## src/rtl/mmh_pkg.sv

```systemverilog
// Shared types, constants and helper functions for the MurmurHash64A stream hasher.
package mmh_pkg;

    localparam logic [63:0] MIX_MUL    = 64'hc6a4a7935bd1e995;
    localparam int unsigned MIX_SHIFT  = 47;
    localparam logic [3:0]  FULL_BYTES = 4'd8;

    localparam int unsigned IN_TDATA_W  = 104;
    localparam int unsigned OUT_TDATA_W = 64;

    // Sequencer states of the top level.
    typedef enum logic [2:0] {
        S_IDLE,
        S_INIT,
        S_DISP,
        S_K1,
        S_K2,
        S_HMUL,
        S_FIN,
        S_EMIT
    } t_state;

    // Status of the shared multiplier as seen by the sequencer.
    typedef struct packed {
        logic busy;
        logic done;
    } t_mul_stat;

    // Keeps the low cnt bytes of a word, cnt in 0..8.
    function automatic logic [63:0] tail_mask(input logic [3:0] cnt);
        logic [63:0] m;
        m = '0;
        for (int b = 0; b < 8; b++) begin
            if (4'(b) < cnt) begin
                m[b*8 +: 8] = 8'hff;
            end
        end
        return m;
    endfunction

    // Xor of a value with itself shifted right by the mix shift.
    function automatic logic [63:0] xor_shift(input logic [63:0] v);
        return v ^ (v >> MIX_SHIFT);
    endfunction

endpackage

```

## src/rtl/mmh_mul.sv

```systemverilog
// Iterative multiplier computing the low 64 bits of an operand times the mix constant.
module mmh_mul
    import mmh_pkg::*;
(
    input  logic        i_clk,
    input  logic        i_rst_n,
    input  logic        i_start,
    input  logic [63:0] i_a,
    output t_mul_stat   o_stat,
    output logic [63:0] o_p
);

    logic [63:0] r_a;
    logic [63:0] r_acc;
    logic [1:0]  r_step;
    logic        r_busy;
    logic        r_done;

    logic [31:0] mul_a;
    logic [31:0] mul_b;
    logic [63:0] prod;

    // One 32x32 multiplier: low x low, then the two cross terms into the upper half.
    always_comb begin
        mul_a = r_a[31:0];
        mul_b = MIX_MUL[31:0];
        if (i_start) begin
            mul_a = i_a[31:0];
        end else if (r_step == 2'd1) begin
            mul_b = MIX_MUL[63:32];
        end else begin
            mul_a = r_a[63:32];
        end
        prod = 64'(mul_a) * 64'(mul_b);
    end

    always_ff @(posedge i_clk) begin
        if (!i_rst_n) begin
            r_busy <= 1'b0;
            r_done <= 1'b0;
            r_step <= 2'd0;
        end else begin
            r_done <= 1'b0;
            if (i_start) begin
                r_busy <= 1'b1;
                r_step <= 2'd1;
            end else if (r_busy) begin
                r_step <= r_step + 2'd1;
                if (r_step == 2'd2) begin
                    r_busy <= 1'b0;
                    r_done <= 1'b1;
                end
            end
        end
    end

    always_ff @(posedge i_clk) begin
        if (i_start) begin
            r_a   <= i_a;
            r_acc <= prod;
        end else if (r_busy) begin
            r_acc[63:32] <= r_acc[63:32] + prod[31:0];
        end
    end

    assign o_stat.busy = r_busy;
    assign o_stat.done = r_done;
    assign o_p         = r_acc;

endmodule

```

## src/rtl/murmur64a_stream_hash.sv

```systemverilog
// Top level of the streaming MurmurHash64A hasher.
// This block hashes keys with 64-bit MurmurHash64A. A key arrives as a run of
// items on the slave stream, each carrying eight little-endian key bytes; the
// item with tlast set ends the key and may carry 0 to 8 bytes, and an empty key
// is a single last item with a byte count of zero. The first item of a key also
// carries the total key length, which is mixed with the seed register to start
// the running hash. The seed is written through i_seed_we and i_seed_wdata and is
// sampled at the first item of each key; the user must write it only while the
// block is idle, which the block itself does not enforce. All products by the mix
// constant go through one shared 32x32 multiplier, and the block takes one item
// at a time. A full word goes through the key product, the second key product and
// the hash product, a partial tail through the hash product alone and an empty
// last item through none; the first item of a key adds the seed product. A last
// item then ends with the product of the final mix before the hash is handed to
// the output register, which lets the next item be taken while a hash still
// waits on the master stream.
module murmur64a_stream_hash
    import mmh_pkg::*;
(
    input  logic                   i_clk,
    input  logic                   i_rst_n,

    input  logic                   i_seed_we,
    input  logic [63:0]            i_seed_wdata,

    input  logic                   s_axis_tvalid,
    output logic                   s_axis_tready,
    // data_word [63:0], byte_count [67:64], key_length [98:68], zero fill [103:99]
    input  logic [IN_TDATA_W-1:0]  s_axis_tdata,
    input  logic                   s_axis_tlast,

    output logic                   m_axis_tvalid,
    input  logic                   m_axis_tready,
    // hash [63:0]
    output logic [OUT_TDATA_W-1:0] m_axis_tdata
);

    t_state      r_state;
    t_state      n_state;

    logic [63:0] r_seed;
    logic [63:0] r_hash;
    logic [63:0] r_opnd;
    logic [63:0] r_word;
    logic [3:0]  r_cnt;
    logic        r_last;
    logic        r_in_key;
    logic [63:0] r_out;
    logic        r_out_valid;

    logic        accept;
    logic        mul_start;
    t_mul_stat   mul_stat;
    logic [63:0] mul_p;
    logic        out_free;
    logic        full_word;
    logic [3:0]  in_cnt;

    assign accept    = s_axis_tvalid && s_axis_tready;
    assign out_free  = !r_out_valid || m_axis_tready;
    // A non-last item is always mixed as a whole word.
    assign full_word = !r_last || (r_cnt == FULL_BYTES);
    assign in_cnt    = (s_axis_tdata[67:64] > FULL_BYTES) ? FULL_BYTES : s_axis_tdata[67:64];

    mmh_mul u_mul (
        .i_clk   (i_clk),
        .i_rst_n (i_rst_n),
        .i_start (mul_start),
        .i_a     (r_opnd),
        .o_stat  (mul_stat),
        .o_p     (mul_p)
    );

    // Next state.
    always_comb begin
        n_state = r_state;
        unique case (r_state)
            S_IDLE: begin
                if (accept) begin
                    n_state = r_in_key ? S_DISP : S_INIT;
                end
            end
            S_INIT: begin
                if (mul_stat.done) begin
                    n_state = S_DISP;
                end
            end
            S_DISP: begin
                if (full_word) begin
                    n_state = S_K1;
                end else if (r_cnt != 4'd0) begin
                    n_state = S_HMUL;
                end else begin
                    n_state = S_FIN;
                end
            end
            S_K1: begin
                if (mul_stat.done) begin
                    n_state = S_K2;
                end
            end
            S_K2: begin
                if (mul_stat.done) begin
                    n_state = S_HMUL;
                end
            end
            S_HMUL: begin
                if (mul_stat.done) begin
                    n_state = r_last ? S_FIN : S_IDLE;
                end
            end
            S_FIN: begin
                if (mul_stat.done) begin
                    n_state = S_EMIT;
                end
            end
            S_EMIT: begin
                if (out_free) begin
                    n_state = S_IDLE;
                end
            end
            default: n_state = S_IDLE;
        endcase
    end

    // Sequencer outputs: input ready and multiplier launch.
    always_comb begin
        s_axis_tready = 1'b0;
        mul_start     = 1'b0;
        unique case (r_state) inside
            S_IDLE: begin
                s_axis_tready = 1'b1;
            end
            S_INIT, S_K1, S_K2, S_HMUL, S_FIN: begin
                mul_start = !mul_stat.busy && !mul_stat.done;
            end
            default: begin
                s_axis_tready = 1'b0;
                mul_start     = 1'b0;
            end
        endcase
    end

    // Control state.
    always_ff @(posedge i_clk) begin
        if (!i_rst_n) begin
            r_state     <= S_IDLE;
            r_seed      <= '0;
            r_in_key    <= 1'b0;
            r_out_valid <= 1'b0;
        end else begin
            r_state <= n_state;
            if (i_seed_we) begin
                r_seed <= i_seed_wdata;
            end
            if (r_state == S_INIT && mul_stat.done) begin
                r_in_key <= 1'b1;
            end else if (r_state == S_FIN && mul_stat.done) begin
                r_in_key <= 1'b0;
            end
            if (r_state == S_EMIT && out_free) begin
                r_out_valid <= 1'b1;
            end else if (m_axis_tready) begin
                r_out_valid <= 1'b0;
            end
        end
    end

    // Datapath: the hash, the multiplier operand and the captured item.
    always_ff @(posedge i_clk) begin
        case (r_state)
            S_IDLE: begin
                if (accept) begin
                    r_word <= s_axis_tdata[63:0];
                    r_cnt  <= in_cnt;
                    r_last <= s_axis_tlast;
                    r_opnd <= {33'd0, s_axis_tdata[98:68]};
                end
            end
            S_INIT: begin
                if (mul_stat.done) begin
                    r_hash <= r_seed ^ mul_p;
                end
            end
            S_DISP: begin
                if (full_word) begin
                    r_opnd <= r_word;
                end else if (r_cnt != 4'd0) begin
                    r_opnd <= r_hash ^ (r_word & tail_mask(r_cnt));
                end else begin
                    r_opnd <= xor_shift(r_hash);
                end
            end
            S_K1: begin
                if (mul_stat.done) begin
                    r_opnd <= xor_shift(mul_p);
                end
            end
            S_K2: begin
                if (mul_stat.done) begin
                    r_opnd <= r_hash ^ mul_p;
                end
            end
            S_HMUL: begin
                if (mul_stat.done) begin
                    r_hash <= mul_p;
                    r_opnd <= xor_shift(mul_p);
                end
            end
            S_FIN: begin
                if (mul_stat.done) begin
                    r_hash <= xor_shift(mul_p);
                end
            end
            S_EMIT: begin
                if (out_free) begin
                    r_out <= r_hash;
                end
            end
            default: begin
                r_opnd <= r_opnd;
            end
        endcase
    end

    assign m_axis_tvalid = r_out_valid;
    assign m_axis_tdata  = r_out;

endmodule

```

## config.mk

```make
export PLATFORM = sky130hd
export DESIGN_NAME = murmur64a_stream_hash
export DESIGN_NICKNAME = d
export VERILOG_FILES = /design/src/rtl/mmh_pkg.sv /design/src/rtl/mmh_mul.sv /design/src/rtl/murmur64a_stream_hash.sv
export SDC_FILE = /design/constraint.sdc
export NUM_CORES = 2
export LEC_CHECK = 0
export ABC_CLOCK_PERIOD_IN_PS = 9000
export BUFFER_PORTS_ARGS = -buffer_cell sky130_fd_sc_hd__clkbuf_2
export CAP_MARGIN = 30
export CORE_MARGIN = 10
export CORE_UTILIZATION = 45
export DETAILED_ROUTE_END_ITERATION = 8
export PLACE_DENSITY = 0.74
export SYNTH_ARGS = -nofsm -noshare
export SYNTH_HDL_FRONTEND = slang
export SYNTH_SLANG_ARGS = --single-unit
```

## constraint.sdc

```tcl
create_clock -name i_clk -period 9 [get_ports i_clk]
set_clock_uncertainty 0.1 [all_clocks]
set_input_delay 1.35 -clock i_clk [delete_from_list [all_inputs] [get_ports i_clk]]
set_output_delay 1.35 -clock i_clk [all_outputs]
set_load 0.03 [all_outputs]
```

==> summary.md <==
| Metric | Value |
|---|---|
| Number of port buffers | 234 |
| Fillers | 8568 |
| Die Height | 341 um |
| CTS sink count | 462 |
| Setup violators final | 0 |
| Multiplexer area fraction after synthesis | 2.35% |
| Fin. Hold Viols | 0 |
| CTS Buf Count | 45 |
| Cell variety after synth | 81 |
| Kind of critical path | flip-flop to flip-flop |
| Status | finished clean |
| CTS clk-pin slew, worst paths | 70 ps |
| CP arrival | 9230 ps |
| Critical Path RT | 9260 ps |
| Critical-path maximum fanout | 6 |
| Die Wd | 341 um |
| Largest net degree at the start of global routing | 84 |
| Slowest cell on crit path | fa_1 |
| Drt pass-1 iters | 8 |
| Die area | 116000 um2 |
| GPL Wtd Cong | 0.970 |
| Final hold slack | 292 ps |
| Tmin final | 8970 ps |
| Final Slew Violations | 0 |
| Worst setup SP type | flip-flop |
| Vias in the first global route | 35600 |
| Root cell of the clock tree | clkbuf_16 |
| Max Freq | 112 MHz |
| Starting Density | 45.4% |
| Drc violations | 0 |
| Via density | 5.37 |
| Simple-gate share of the synthesized area | 8.02% |
| Post-DR wirelength/cell | 23.0 um |
| Commonest cells after routing, fill and taps aside | inv_1, fa_1, buf_4 |
| Io pins | 240 |
| Hold Path Origin | r_opnd[48] |
| Post-Syn Instances | 4372 |
| Area growth, synth to finish | 21.8% |
| Syn Area/Cell | 10.6 um2 |
| Antenna violations before repair | 6 |
| Vias after detailed routing | 35000 |
| Critical Path Most Common Cell | inv_2 |
| Top_reg_cell synth | edfxtp_1 |
| Hold Crit Class | flip-flop to flip-flop |
| Total Routing Usage GR | 25.2% |
| Period utilisation layout | 99.6% |
| Synthesized cell area | 46400 um2 |
| Fraction of the mapped netlist area in adder cells | 38.6% |
| RSZ-0062 raised after global routing | yes |
| DP HPWL | 124 mm |
| MaxCap Viol Count | 0 |
| CTS tree | yes |
| Core Region | 102000 um2 |
| Grt total ovfl | 0 |
| Skew-Pair Late Insertion Delay | 600 ps |
| Total Wirelength | 149 mm |
| Slowest stage delay, CP | 530 ps |
| Register area share after synthesis | 28.4% |
| Least-Margin Pin Slew | 1030 ps |
| Number of synthesized register bits | 462 |
| Antenna Nets Post-Route | 0 |
| H-tree level count | 2 |
| Complex-gate fraction of the synthesized area | 9.49% |
| Critical path endpoint category | flip-flop |
| Final TNS setup | 0 ps |
| Synth Area in XOR/XNOR | 5.14% |
| Share of layout cells above drive strength 1 | 23.5% |
| Largest family of logic cells by synthesized area | adder cells |
| Post-synth ARST share | 0% |
| Worst setup startpoint | r_state[2] |
| Synth Warn # | 0 |
| R2r startpoint | r_state[2] |
| Global-route wire length before repair | 222 mm |
| Number of synthesized flops with an enable pin | 389 |
| Layout net count | 6331 |
| Row count | 117 |
| DRT iter0 DRCs | 4151 |
| Relative slew margins | 31.3% |
| Commonest non-fill, non-tap cell in the layout | inv_1 |
| Clk buf depth | 3 |
-- state kept, by name, summed over array words and instances, names as in the netlist --
name	count
m_axis_tdata	64
u_mul.r_step	2
r_cnt	4
u_mul.r_done	1
r_word	64
u_mul.o_p	64
u_mul.r_a	64
r_hash	64
r_in_key	1
r_state	3
r_last	1
r_seed	64
u_mul.r_busy	1
r_opnd	64
m_axis_tvalid	1
-- worst max-delay path: cells and delay by family (launching register included) --
family	cells	cell delay, ps
multiplexers	1	90
AO/OA/AOI/OAI	6	1060
XOR/XNOR	2	320
flip-flops	1	360
adder cells (fa/ha/maj)	10	4100
buffers and inverters	16	1350
AND/OR/NAND/NOR	12	1290
-- Yosys cell counts, types with 64 or more instances --
cell type  number  area, um2
xor2_1         74        648
xnor2_1       198       1730
clkbuf_1      117        439
nor2_1        141        529
nand2_1       324       1220
dfxtp_1        73       1460
a21oi_1       245       1230
edfxtp_1      389      11700
nor2b_1       120        751
nand3_1        64        320
o21ai_0       154        771
mux2i_1       109       1090
inv_1         806       3030
fa_1          633      12700
ha_1          419       5240
-- timing repair --
| item | CTS | global route |
|---|---|---|
| pin swaps | 44 | 73 |
| hold buffers | 0 | 0 |
| cloned | 1 | 2 |
| setup buffers | 20 | 26 |
| setup endpoints to repair | 11 | 23 |
| resized for setup | 96 | 154 |
| endpoints found under the hold margin | 0 | 0 |
-- cell type report --
class                   count  area [um2]  area share (%)
diodes                      3        7.51          0.0133
clock buffers              59        1290            2.29
well taps                1368        1710            3.03
multi-input cells        2935       30900            54.6
inverters                 818        3100            5.49
clock inverters            24         250           0.443
flip-flops and latches    462       13200            23.3
repair inverters            1        6.26          0.0111
repair buffers            842        6090            10.8
-- worst paths after layout --
path | to | slack (ps) | cells past startpoint
worst min register to register | u_mul.r_a[48] | 290 | 0
worst max register to register | u_mul.o_p[62] | 30 | 47
worst min-delay path | u_mul.r_a[48] | 290 | 0
worst max-delay path | u_mul.o_p[62] | 30 | 47
-- through the flow --
| stage | utilization, % | instance area [um2] | instances | worst slack [ps] |
|---|---|---|---|---|
| after floorplan | - | 46600 | 4373 | -2.35 |
| after global placement | 52.1 | 53200 | 6374 | -187 |
| after detailed placement | 52.1 | 53200 | 6374 | -189 |
| after CTS | 54.3 | 55400 | 6478 | -2.07 |
| after global routing | 55.3 | 56500 | 6509 | -269 |
| final | 55.3 | 56500 | 6512 | 32.8 |
-- cell families after synthesis --
group | count (synthesis)
xor gates and xnor gates | 272
DFF | 462
and+or+nand+nor | 797
AOI/OAI and AO/OA | 702
other | 2
adders and majority gates | 1052
buffers and inverters | 976
muxes | 109
-- layer usage --
layer | track usage [%] | wire (um) | up-vias | share of wire, %
li1 | - | - | 15800 | -
met1 | 33.9 | 59800 | 17200 | 40
met2 | 40.7 | 69300 | 1692 | 46
met3 | 4.58 | 13900 | 341 | 9.3
met4 | 8.89 | 6410 | 4 | 4.3
met5 | 0 | 25 | - | 0.017
Power is not shown: default switching activity piles up to over one toggle a cycle in this logic, so the estimate is an artifact.
